<file path="src/vcag_pkg.sv">
// Types and constants shared by the capture address generator modules.
package vcag_pkg;

   localparam int CNT_W     = 12;
   localparam int DIM_W     = 12;
   localparam int ADDR_W    = 22;
   localparam int COLOUR_W  = 32;
   localparam int CSR_IDX_W = 2;
   localparam int CSR_DAT_W = 12;
   localparam int ROT_W     = 2;

   // register indexes
   localparam logic [CSR_IDX_W-1:0] CSR_FRAME_WIDTH   = 2'd0;
   localparam logic [CSR_IDX_W-1:0] CSR_FRAME_HEIGHT  = 2'd1;
   localparam logic [CSR_IDX_W-1:0] CSR_ROTATE_MODE   = 2'd2;
   localparam logic [CSR_IDX_W-1:0] CSR_VERTICAL_FLIP = 2'd3;

   // rotation codes
   localparam logic [ROT_W-1:0] ROT_NONE  = 2'd0;
   localparam logic [ROT_W-1:0] ROT_LEFT  = 2'd1;
   localparam logic [ROT_W-1:0] ROT_RIGHT = 2'd2;

   localparam logic [DIM_W-1:0] FRAME_DIM_RESET = 12'd512;

   typedef struct packed {
      logic                hblank;
      logic                vblank;
      logic                hsync;
      logic                vsync;
      logic [COLOUR_W-1:0] colour;
   } req_item_type;

   typedef struct packed {
      logic [DIM_W-1:0] frame_width;
      logic [DIM_W-1:0] frame_height;
      logic [ROT_W-1:0] rotate_mode;
      logic             vertical_flip;
   } cfg_type;

   // raster position handed from the tracker to the address stage
   typedef struct packed {
      logic             display;
      logic             frame_start;
      logic [DIM_W-1:0] x;
      logic [DIM_W-1:0] y;
      logic [DIM_W-1:0] stride;
   } pos_type;

   typedef struct packed {
      logic                write_enable;
      logic [ADDR_W-1:0]   write_address;
      logic [COLOUR_W-1:0] write_data;
      logic                frame_start;
   } rsp_item_type;

endpackage

</file>
<file path="src/vcag_if.sv">
// Valid/ready channel interfaces for pixel samples and frame-buffer writes.
interface vcag_req_if;
   import vcag_pkg::*;
   logic                valid;
   logic                ready;
   logic                hblank;
   logic                vblank;
   logic                hsync;
   logic                vsync;
   logic [COLOUR_W-1:0] colour;

   modport source (output valid, hblank, vblank, hsync, vsync, colour, input ready);
   modport sink   (input valid, hblank, vblank, hsync, vsync, colour, output ready);
endinterface

interface vcag_rsp_if;
   import vcag_pkg::*;
   logic                valid;
   logic                ready;
   logic                write_enable;
   logic [ADDR_W-1:0]   write_address;
   logic [COLOUR_W-1:0] write_data;
   logic                frame_start;

   modport source (output valid, write_enable, write_address, write_data, frame_start,
                   input ready);
   modport sink   (input valid, write_enable, write_address, write_data, frame_start,
                   output ready);
endinterface

</file>
<file path="src/vcag_raster.sv">
// Raster tracker: pixel/line counters, sync edge detect and rotated, clamped position.
module vcag_raster #(
   parameter int MAX_DIM = 2048
) (
   input  logic                   clock,
   input  logic                   reset,
   input  logic                   advance,
   input  vcag_pkg::req_item_type item,
   input  vcag_pkg::cfg_type      cfg,
   output vcag_pkg::pos_type      pos
);
   import vcag_pkg::*;

   localparam int                SPOS_W    = DIM_W + 3;
   localparam logic [DIM_W:0]    DIM_LIMIT = (DIM_W + 1)'(MAX_DIM);
   localparam logic [CNT_W-1:0]  CNT_MAX   = '1;

   logic [CNT_W-1:0] pixel_count_ff, pixel_count_in;
   logic [CNT_W-1:0] line_count_ff, line_count_in;
   logic             prev_hsync_ff, prev_vsync_ff;
   logic             display, frame_start;
   logic [DIM_W-1:0] w_eff, h_eff;
   logic signed [SPOS_W-1:0] px, ln, w_s, h_s, x_r, y_r, y_f, x_c, y_c;

   function automatic logic [DIM_W-1:0] eff_dim(input logic [DIM_W-1:0] v);
      logic [DIM_W-1:0] r;
      if (v == '0) begin
         r = DIM_W'(1);
      end else if ({1'b0, v} > DIM_LIMIT) begin
         r = DIM_W'(DIM_LIMIT);
      end else begin
         r = v;
      end
      return r;
   endfunction

   function automatic logic [CNT_W-1:0] sat_inc(input logic [CNT_W-1:0] v);
      return (v == CNT_MAX) ? CNT_MAX : v + CNT_W'(1);
   endfunction

   assign display = !item.hblank && !item.vblank;

   // counter update in the order: hsync edge or pixel step, then vsync edge
   always_comb begin
      pixel_count_in = pixel_count_ff;
      line_count_in  = line_count_ff;
      frame_start    = 1'b0;
      if (!item.vblank) begin
         if (prev_hsync_ff && !item.hsync) begin
            line_count_in  = sat_inc(line_count_ff);
            pixel_count_in = '0;
         end else if (display) begin
            pixel_count_in = sat_inc(pixel_count_ff);
         end
      end
      if (prev_vsync_ff && !item.vsync) begin
         frame_start   = 1'b1;
         line_count_in = '0;
      end
   end

   always_ff @(posedge clock) begin
      if (reset) begin
         pixel_count_ff <= '0;
         line_count_ff  <= '0;
         prev_hsync_ff  <= 1'b0;
         prev_vsync_ff  <= 1'b0;
      end else if (advance) begin
         pixel_count_ff <= pixel_count_in;
         line_count_ff  <= line_count_in;
         prev_hsync_ff  <= item.hsync;
         prev_vsync_ff  <= item.vsync;
      end
   end

   assign w_eff = eff_dim(cfg.frame_width);
   assign h_eff = eff_dim(cfg.frame_height);
   assign w_s   = $signed({3'b000, w_eff});
   assign h_s   = $signed({3'b000, h_eff});
   assign px    = $signed({3'b000, pixel_count_in}) - SPOS_W'(1);
   assign ln    = $signed({3'b000, line_count_in}) - SPOS_W'(1);

   always_comb begin
      case (cfg.rotate_mode)
         ROT_LEFT: begin
            y_r = h_s - px;
            x_r = ln;
         end
         ROT_RIGHT: begin
            y_r = px;
            x_r = w_s - ln;
         end
         default: begin
            y_r = ln;
            x_r = px;
         end
      endcase
   end

   assign y_f = cfg.vertical_flip ? h_s - y_r : y_r;

   // clamp into the frame
   always_comb begin
      if (x_r < 0) begin
         x_c = '0;
      end else if (x_r > w_s - SPOS_W'(1)) begin
         x_c = w_s - SPOS_W'(1);
      end else begin
         x_c = x_r;
      end
      if (y_f < 0) begin
         y_c = '0;
      end else if (y_f > h_s - SPOS_W'(1)) begin
         y_c = h_s - SPOS_W'(1);
      end else begin
         y_c = y_f;
      end
   end

   assign pos.display     = display;
   assign pos.frame_start = frame_start;
   assign pos.x           = x_c[DIM_W-1:0];
   assign pos.y           = y_c[DIM_W-1:0];
   assign pos.stride      = w_eff;

endmodule

</file>
<file path="src/vcag_address.sv">
// Address stage: row-major frame-buffer address and blanking of the write fields.
module vcag_address (
   input  logic [vcag_pkg::COLOUR_W-1:0] colour,
   input  vcag_pkg::pos_type             pos,
   output vcag_pkg::rsp_item_type        rsp
);
   import vcag_pkg::*;

   localparam int PROD_W = 2 * DIM_W + 1;

   logic [PROD_W-1:0] addr_full;

   assign addr_full = PROD_W'(pos.y * pos.stride) + PROD_W'(pos.x);

   // blanked samples write nothing and carry zero payload
   assign rsp.write_enable  = pos.display;
   assign rsp.write_address = pos.display ? addr_full[ADDR_W-1:0] : '0;
   assign rsp.write_data    = pos.display ? colour : '0;
   assign rsp.frame_start   = pos.frame_start;

endmodule

</file>
<file path="src/video_capture_address_generator.sv">
// Top level of the video capture write-address generator.
// One pixel sample is taken per clock while req_if.ready is high and gives exactly one result: a frame-buffer write
// (enable, address y*width+x, colour) plus a frame-start flag on a falling vsync.
// The sample lands in an input register, then the raster tracker
// and the address stage (one 12x12 multiply and add) fill the result register.
// Throughput is one item per cycle while rsp_if.ready stays high; the rate is set by that single-pass stage.
// req_if.ready drops only when both registers hold an item and rsp_if.ready is low.
// Configuration writes take effect at once and must land while the block is idle.
// Blanked samples return write_enable low with zero address and data.
module video_capture_address_generator #(
   parameter int MAX_DIM = 2048
) (
   input  logic                             clock,
   input  logic                             reset,
   vcag_req_if.sink                         req_if,
   vcag_rsp_if.source                       rsp_if,
   input  logic                             csr_write_enable,
   input  logic [vcag_pkg::CSR_IDX_W-1:0]   csr_index,
   input  logic [vcag_pkg::CSR_DAT_W-1:0]   csr_write_data
);
   import vcag_pkg::*;

   cfg_type       cfg_ff;
   req_item_type  s1_item_ff;
   logic          s1_valid_ff;
   rsp_item_type  rsp_ff;
   rsp_item_type  rsp_in;
   logic          rsp_valid_ff;
   logic          advance;
   logic          fire;
   pos_type       pos;

   // configuration registers
   always_ff @(posedge clock) begin
      if (reset) begin
         cfg_ff.frame_width   <= FRAME_DIM_RESET;
         cfg_ff.frame_height  <= FRAME_DIM_RESET;
         cfg_ff.rotate_mode   <= ROT_NONE;
         cfg_ff.vertical_flip <= 1'b0;
      end else if (csr_write_enable) begin
         case (csr_index)
            CSR_FRAME_WIDTH:   cfg_ff.frame_width   <= csr_write_data[DIM_W-1:0];
            CSR_FRAME_HEIGHT:  cfg_ff.frame_height  <= csr_write_data[DIM_W-1:0];
            CSR_ROTATE_MODE:   cfg_ff.rotate_mode   <= csr_write_data[ROT_W-1:0];
            CSR_VERTICAL_FLIP: cfg_ff.vertical_flip <= csr_write_data[0];
            default: ;
         endcase
      end
   end

   // advance the pipe whenever the result register is free or being drained
   assign advance      = !rsp_valid_ff || rsp_if.ready;
   assign fire         = s1_valid_ff && advance;
   assign req_if.ready = !s1_valid_ff || advance;

   // input register: hold a sample until the next stage takes it
   always_ff @(posedge clock) begin
      if (reset) begin
         s1_valid_ff <= 1'b0;
      end else if (req_if.ready) begin
         s1_valid_ff <= req_if.valid;
      end
   end

   always_ff @(posedge clock) begin
      if (req_if.ready && req_if.valid) begin
         s1_item_ff.hblank <= req_if.hblank;
         s1_item_ff.vblank <= req_if.vblank;
         s1_item_ff.hsync  <= req_if.hsync;
         s1_item_ff.vsync  <= req_if.vsync;
         s1_item_ff.colour <= req_if.colour;
      end
   end

   // raster state moves only when the sample transfers into the result register
   vcag_raster #(
      .MAX_DIM (MAX_DIM)
   ) u_raster (
      .clock   (clock),
      .reset   (reset),
      .advance (fire),
      .item    (s1_item_ff),
      .cfg     (cfg_ff),
      .pos     (pos)
   );

   vcag_address u_address (
      .colour (s1_item_ff.colour),
      .pos    (pos),
      .rsp    (rsp_in)
   );

   // result register
   always_ff @(posedge clock) begin
      if (reset) begin
         rsp_valid_ff <= 1'b0;
      end else if (advance) begin
         rsp_valid_ff <= s1_valid_ff;
      end
   end

   always_ff @(posedge clock) begin
      if (fire) begin
         rsp_ff <= rsp_in;
      end
   end

   assign rsp_if.valid         = rsp_valid_ff;
   assign rsp_if.write_enable  = rsp_ff.write_enable;
   assign rsp_if.write_address = rsp_ff.write_address;
   assign rsp_if.write_data    = rsp_ff.write_data;
   assign rsp_if.frame_start   = rsp_ff.frame_start;

endmodule

</file>
<file path="src/flat_wrapper.sv">
// flat-port wrapper written by rule: the top's interface ports become plain ports
module video_capture_address_generator_flat import vcag_pkg::*;
#(
   parameter int MAX_DIM = 2048
)
  (clock, reset, csr_write_enable, csr_index, csr_write_data, req_if_valid, req_if_hblank, req_if_vblank, req_if_hsync, req_if_vsync, req_if_colour, req_if_ready, rsp_if_valid, rsp_if_write_enable, rsp_if_write_address, rsp_if_write_data, rsp_if_frame_start, rsp_if_ready);
  vcag_req_if req_if_i ();
  vcag_rsp_if rsp_if_i ();
  input  logic clock;
  input  logic reset;
  input  logic csr_write_enable;
  input  logic [vcag_pkg::CSR_IDX_W-1:0] csr_index;
  input  logic [vcag_pkg::CSR_DAT_W-1:0] csr_write_data;
  input wire logic [$bits(req_if_i.valid)-1:0] req_if_valid;
  input wire logic [$bits(req_if_i.hblank)-1:0] req_if_hblank;
  input wire logic [$bits(req_if_i.vblank)-1:0] req_if_vblank;
  input wire logic [$bits(req_if_i.hsync)-1:0] req_if_hsync;
  input wire logic [$bits(req_if_i.vsync)-1:0] req_if_vsync;
  input wire logic [$bits(req_if_i.colour)-1:0] req_if_colour;
  output wire logic [$bits(req_if_i.ready)-1:0] req_if_ready;
  output wire logic [$bits(rsp_if_i.valid)-1:0] rsp_if_valid;
  output wire logic [$bits(rsp_if_i.write_enable)-1:0] rsp_if_write_enable;
  output wire logic [$bits(rsp_if_i.write_address)-1:0] rsp_if_write_address;
  output wire logic [$bits(rsp_if_i.write_data)-1:0] rsp_if_write_data;
  output wire logic [$bits(rsp_if_i.frame_start)-1:0] rsp_if_frame_start;
  input wire logic [$bits(rsp_if_i.ready)-1:0] rsp_if_ready;
  assign req_if_i.valid = req_if_valid;
  assign req_if_i.hblank = req_if_hblank;
  assign req_if_i.vblank = req_if_vblank;
  assign req_if_i.hsync = req_if_hsync;
  assign req_if_i.vsync = req_if_vsync;
  assign req_if_i.colour = req_if_colour;
  assign req_if_ready = req_if_i.ready;
  assign rsp_if_valid = rsp_if_i.valid;
  assign rsp_if_write_enable = rsp_if_i.write_enable;
  assign rsp_if_write_address = rsp_if_i.write_address;
  assign rsp_if_write_data = rsp_if_i.write_data;
  assign rsp_if_frame_start = rsp_if_i.frame_start;
  assign rsp_if_i.ready = rsp_if_ready;
  video_capture_address_generator #(.MAX_DIM(MAX_DIM)) u_core (.clock(clock), .reset(reset), .req_if(req_if_i), .rsp_if(rsp_if_i), .csr_write_enable(csr_write_enable), .csr_index(csr_index), .csr_write_data(csr_write_data));
endmodule
</file>
<file path="config.mk">
export PLATFORM = sky130hd
export DESIGN_NAME = video_capture_address_generator_flat
export DESIGN_NICKNAME = d
export VERILOG_FILES = /design/src/vcag_pkg.sv /design/src/vcag_if.sv /design/src/vcag_raster.sv /design/src/vcag_address.sv /design/src/video_capture_address_generator.sv /design/src/flat_wrapper.sv
export SDC_FILE = /design/constraint.sdc
export NUM_CORES = 1
export LEC_CHECK = 0
export BUFFER_PORTS_ARGS = -buffer_cell sky130_fd_sc_hd__buf_2
export CAP_MARGIN = 20
export CORE_MARGIN = 4
export CORE_UTILIZATION = 40
export DETAILED_ROUTE_END_ITERATION = 7
export SLEW_MARGIN = 5
export SYNTH_ARGS = -nofsm -noshare
export SYNTH_HDL_FRONTEND = slang
export SYNTH_SLANG_ARGS = --single-unit
</file>
<file path="constraint.sdc">
create_clock -name clock -period 35.8 [get_ports clock]
set_input_delay 1.79 -clock clock [delete_from_list [all_inputs] [get_ports clock]]
set_output_delay 1.79 -clock clock [all_outputs]
set_load 0.02 [all_outputs]
</file>
==> impl_metrics.tcl <==
set metrics [dict create \
    status "complete, no violations" \
    synth-edff-count 92 \
    initial_core_util_pct 40.5 \
    wl_met3_um 1830 \
    cts-buffers-inserted 17 \
    post-dp-hpwl_um 32800 \
    grt_overflow 0 \
    cp-start-kind "register" \
    yosysWarningCount 0 \
    arrival_ns 15.32 \
    timing.final.crit_share_pct 42.0 \
    synth_seq_cells 147 \
    finClkSkew_ns 0.0161 \
    async_flop_share_pct 0 \
    htree_levels 4 \
    critical_path.max_stage_delay_ns 0.69 \
    place_ws_ns 20.83 \
    leakagePower_nw 7.30 \
    drv_cap 0 \
    fin_hold_ws_ns 0.455 \
    power_density_mw_per_mm2 34.2 \
    hold_path.class "register to register" \
    cts_setup_buffers 0 \
    clkSinkCount 147 \
    place.gp.congestion 0.937 \
    die_h_um 203 \
    maxSlewViolCount 0 \
    numPortBuffers 112 \
    synth_area_per_cell_um2 8.79 \
    syn_area_mm2 0.0152 \
    final_cells 2323 \
    cts_tree "yes" \
    area_growth_syn_to_layout_pct 10.4 \
    drt-pass1-iter-count 7 \
    viasPerCell 5.43 \
    slew_headroom_pct 25.5 \
    drt-initial-drc-count 782 \
    cts_buffer_depth 2 \
    fin_area_mm2 0.0168 \
    grt_max_degree 71 \
    grt_pass1_wl_um 66600 \
    wl_met1_um 18900 \
    post-route-drc-count 0 \
    rsz0062_at_grt "no" \
    fmax_ghz 0.0664 \
    ir_drop_mv 0.0316 \
    grt_usage_pct 20.1 \
    nNetsFinal 2099 \
    synth_flop_cell "edfxtp_1" \
    cts_root_buf "clkbuf_16" \
    worst_pin_slew_ns 1.11 \
    setup_ws_ns 20.75 \
    core-area_mm2 0.0376 \
    wl_met2_um 20000 \
    period_minus_slack_ns 15.05 \
    hold_buffers 0 \
    worstSetupPathType "register to register" \
    die_x_um 203 \
    top_layer_used "met4" \
    crit_path_max_fanout 54 \
    finalSetupViolations 0 \
    io_pins 113 \
    clk_pin_slew_worst_paths_ns 0.07 \
    antenna_left 0 \
    post_cts_resized 0 \
    fin_setup_tns_ns 0 \
    clk_latency_ns 0.44 \
    diodes 0 \
    dp_cells 2289 \
    antenna_found_initial 0 \
    cp_common_cell "ha_1" \
    ys_types 93 \
    hold_viol_final 0 \
    postSynthCellCount 1731 \
    dieArea_mm2 0.0412 \
    end_kind "register" \
    row_count 71 \
    num_vias 12620 \
    totalWireLength_um 41800 \
    layout-drive-gt1-share_pct 11.8 \
    crit_required_ns 36.07 \
    ys_seq_area_share_pct 25.4 \
    first_global_vias 12432 \
    wire_per_inst_um 18.0 \
    dpl_cell_area_mm2 0.0162 \
    critPathSlowestCell "inv_2" \
]
## cell type report
cell class                 instances  area, um2
tap                              511        639
multi-input combinational       1328      10400
fill                            3710      20800
sequential                       147       3860
inverter                         181        681
timing repair buffer             124        661
clock inverter                    15        145
clock buffer                      17        425
## logic make-up after synthesis
kind of cell             share of synthesized area [%]
AND/OR/NAND/NOR                                   22.5
AO/OA/AOI/OAI                                     14.4
buffers and inverters                             6.45
adder cells (fa/ha/maj)                           25.7
flip-flops                                        25.4
XOR/XNOR                                          4.78
multiplexers                                     0.773
other                                           0.0246
## placed cells by master (no fill, tap or decap), types with 10 or more instances in the layout
master     instances
a211oi_1          19
a21o_1            17
a21oi_1          103
a31oi_1           12
and2_1            52
and3_1            15
buf_2            112
buf_4             10
clkbuf_16         17
dfxtp_1           55
edfxtp_1          92
fa_1             113
ha_1             132
inv_1            172
nand2_1          201
nand2b_1          30
nand3_1           48
nand3b_1          10
nand4_1           18
nor2_1           110
nor2b_1           24
nor3_1            53
nor4_1            33
o211ai_1          15
o21a_1            21
o21ai_0           49
or3_1             12
xnor2_1           58
xor2_1            25
## critical path, delay by kind of cell, from the launching register on
kind                     cells  cell delay, ns
AO/OA/AOI/OAI               21            4.82
XOR/XNOR                     3            0.53
adder cells (fa/ha/maj)     10            3.90
buffers and inverters        8            1.57
flip-flops                   1            0.67
AND/OR/NAND/NOR             14            3.32
## where the power goes
part	total (mW)	switching [mW]	internal, mW	leakage (nW)
sequential	0.192	0.00371	0.189	1.33
clock	0.178	0.0803	0.0975	0.287
combinational	0.204	0.129	0.0751	5.68
## registers in the layout (all words and copies together), names as in the netlist
signal,cells
u_core.s1_valid_ff,1
u_core.u_raster.prev_vsync_ff,1
u_core.rsp_if.write_data,32
u_core.rsp_if.frame_start,1
u_core.rsp_if.valid,1
u_core.cfg_ff,27
u_core.u_raster.line_count_ff,12
u_core.s1_item_ff,36
u_core.rsp_if.write_address,22
u_core.rsp_if.write_enable,1
u_core.u_raster.pixel_count_ff,12
u_core.u_raster.prev_hsync_ff,1
## synth_stat cells (all sizes together), types with 6 or more instances
library cell  instances  area, um2
a211o                 7       61.3
a211oi               21        163
a21boi               13        113
a21o                 17        128
a21oi               104        524
a31oi                13       87.6
and2                 53        334
and3                 15       93.8
and4                  9       78.8
buf                   9       50.0
clkbuf               67        251
clkinv                7       26.3
dfxtp                55       1100
edfxtp               92       2760
fa                  113       2260
ha                  132       1650
inv                 174        653
mux2                  6       67.6
nand2               202        761
nand2b               30        188
nand3                48        240
nand3b               10       75.1
nand4                18        113
nor2                110        413
nor2b                24        150
nor3                 62        355
nor3b                 9       72.6
nor4                 35        240
o211ai               15        113
o21a                 22        166
o21ai                51        255
or2                   9       56.3
or3                  12       75.1
xnor2                58        508
xor2                 25        219
## layer usage
| metal | global-route usage, % | up-vias |
|---|---|---|
| li1 | - | 6162 |
| met1 | 27.4 | 6064 |
| met2 | 33.8 | 337 |
| met3 | 2.65 | 57 |
| met4 | 5.61 | 0 |
| met5 | 0 | - |
## stage by stage
stage	util [%]	power [mW]
after CTS	44.6	0.579
after global placement	43.1	0.395
after global routing	44.7	0.612
final	44.7	0.574
after floorplan	-	0.348
after detailed placement	43.1	0.398
## worst paths after layout
path                                              start                                             to  slack (ns)  cells past startpoint
min reg2reg  u_core.u_raster.prev_vsync_ff$_SDFFE_PP0P_     u_core.u_raster.prev_vsync_ff$_SDFFE_PP0P_        0.46                      2
min          u_core.u_raster.prev_vsync_ff$_SDFFE_PP0P_     u_core.u_raster.prev_vsync_ff$_SDFFE_PP0P_        0.46                      2
max reg2reg             u_core.s1_item_ff[34]$_DFFE_PP_  u_core.rsp_if.write_address[21]$_SDFFCE_PP0P_       20.75                     56
max                     u_core.s1_item_ff[34]$_DFFE_PP_  u_core.rsp_if.write_address[21]$_SDFFCE_PP0P_       20.75                     56
Power figures use the tool's default switching activity.
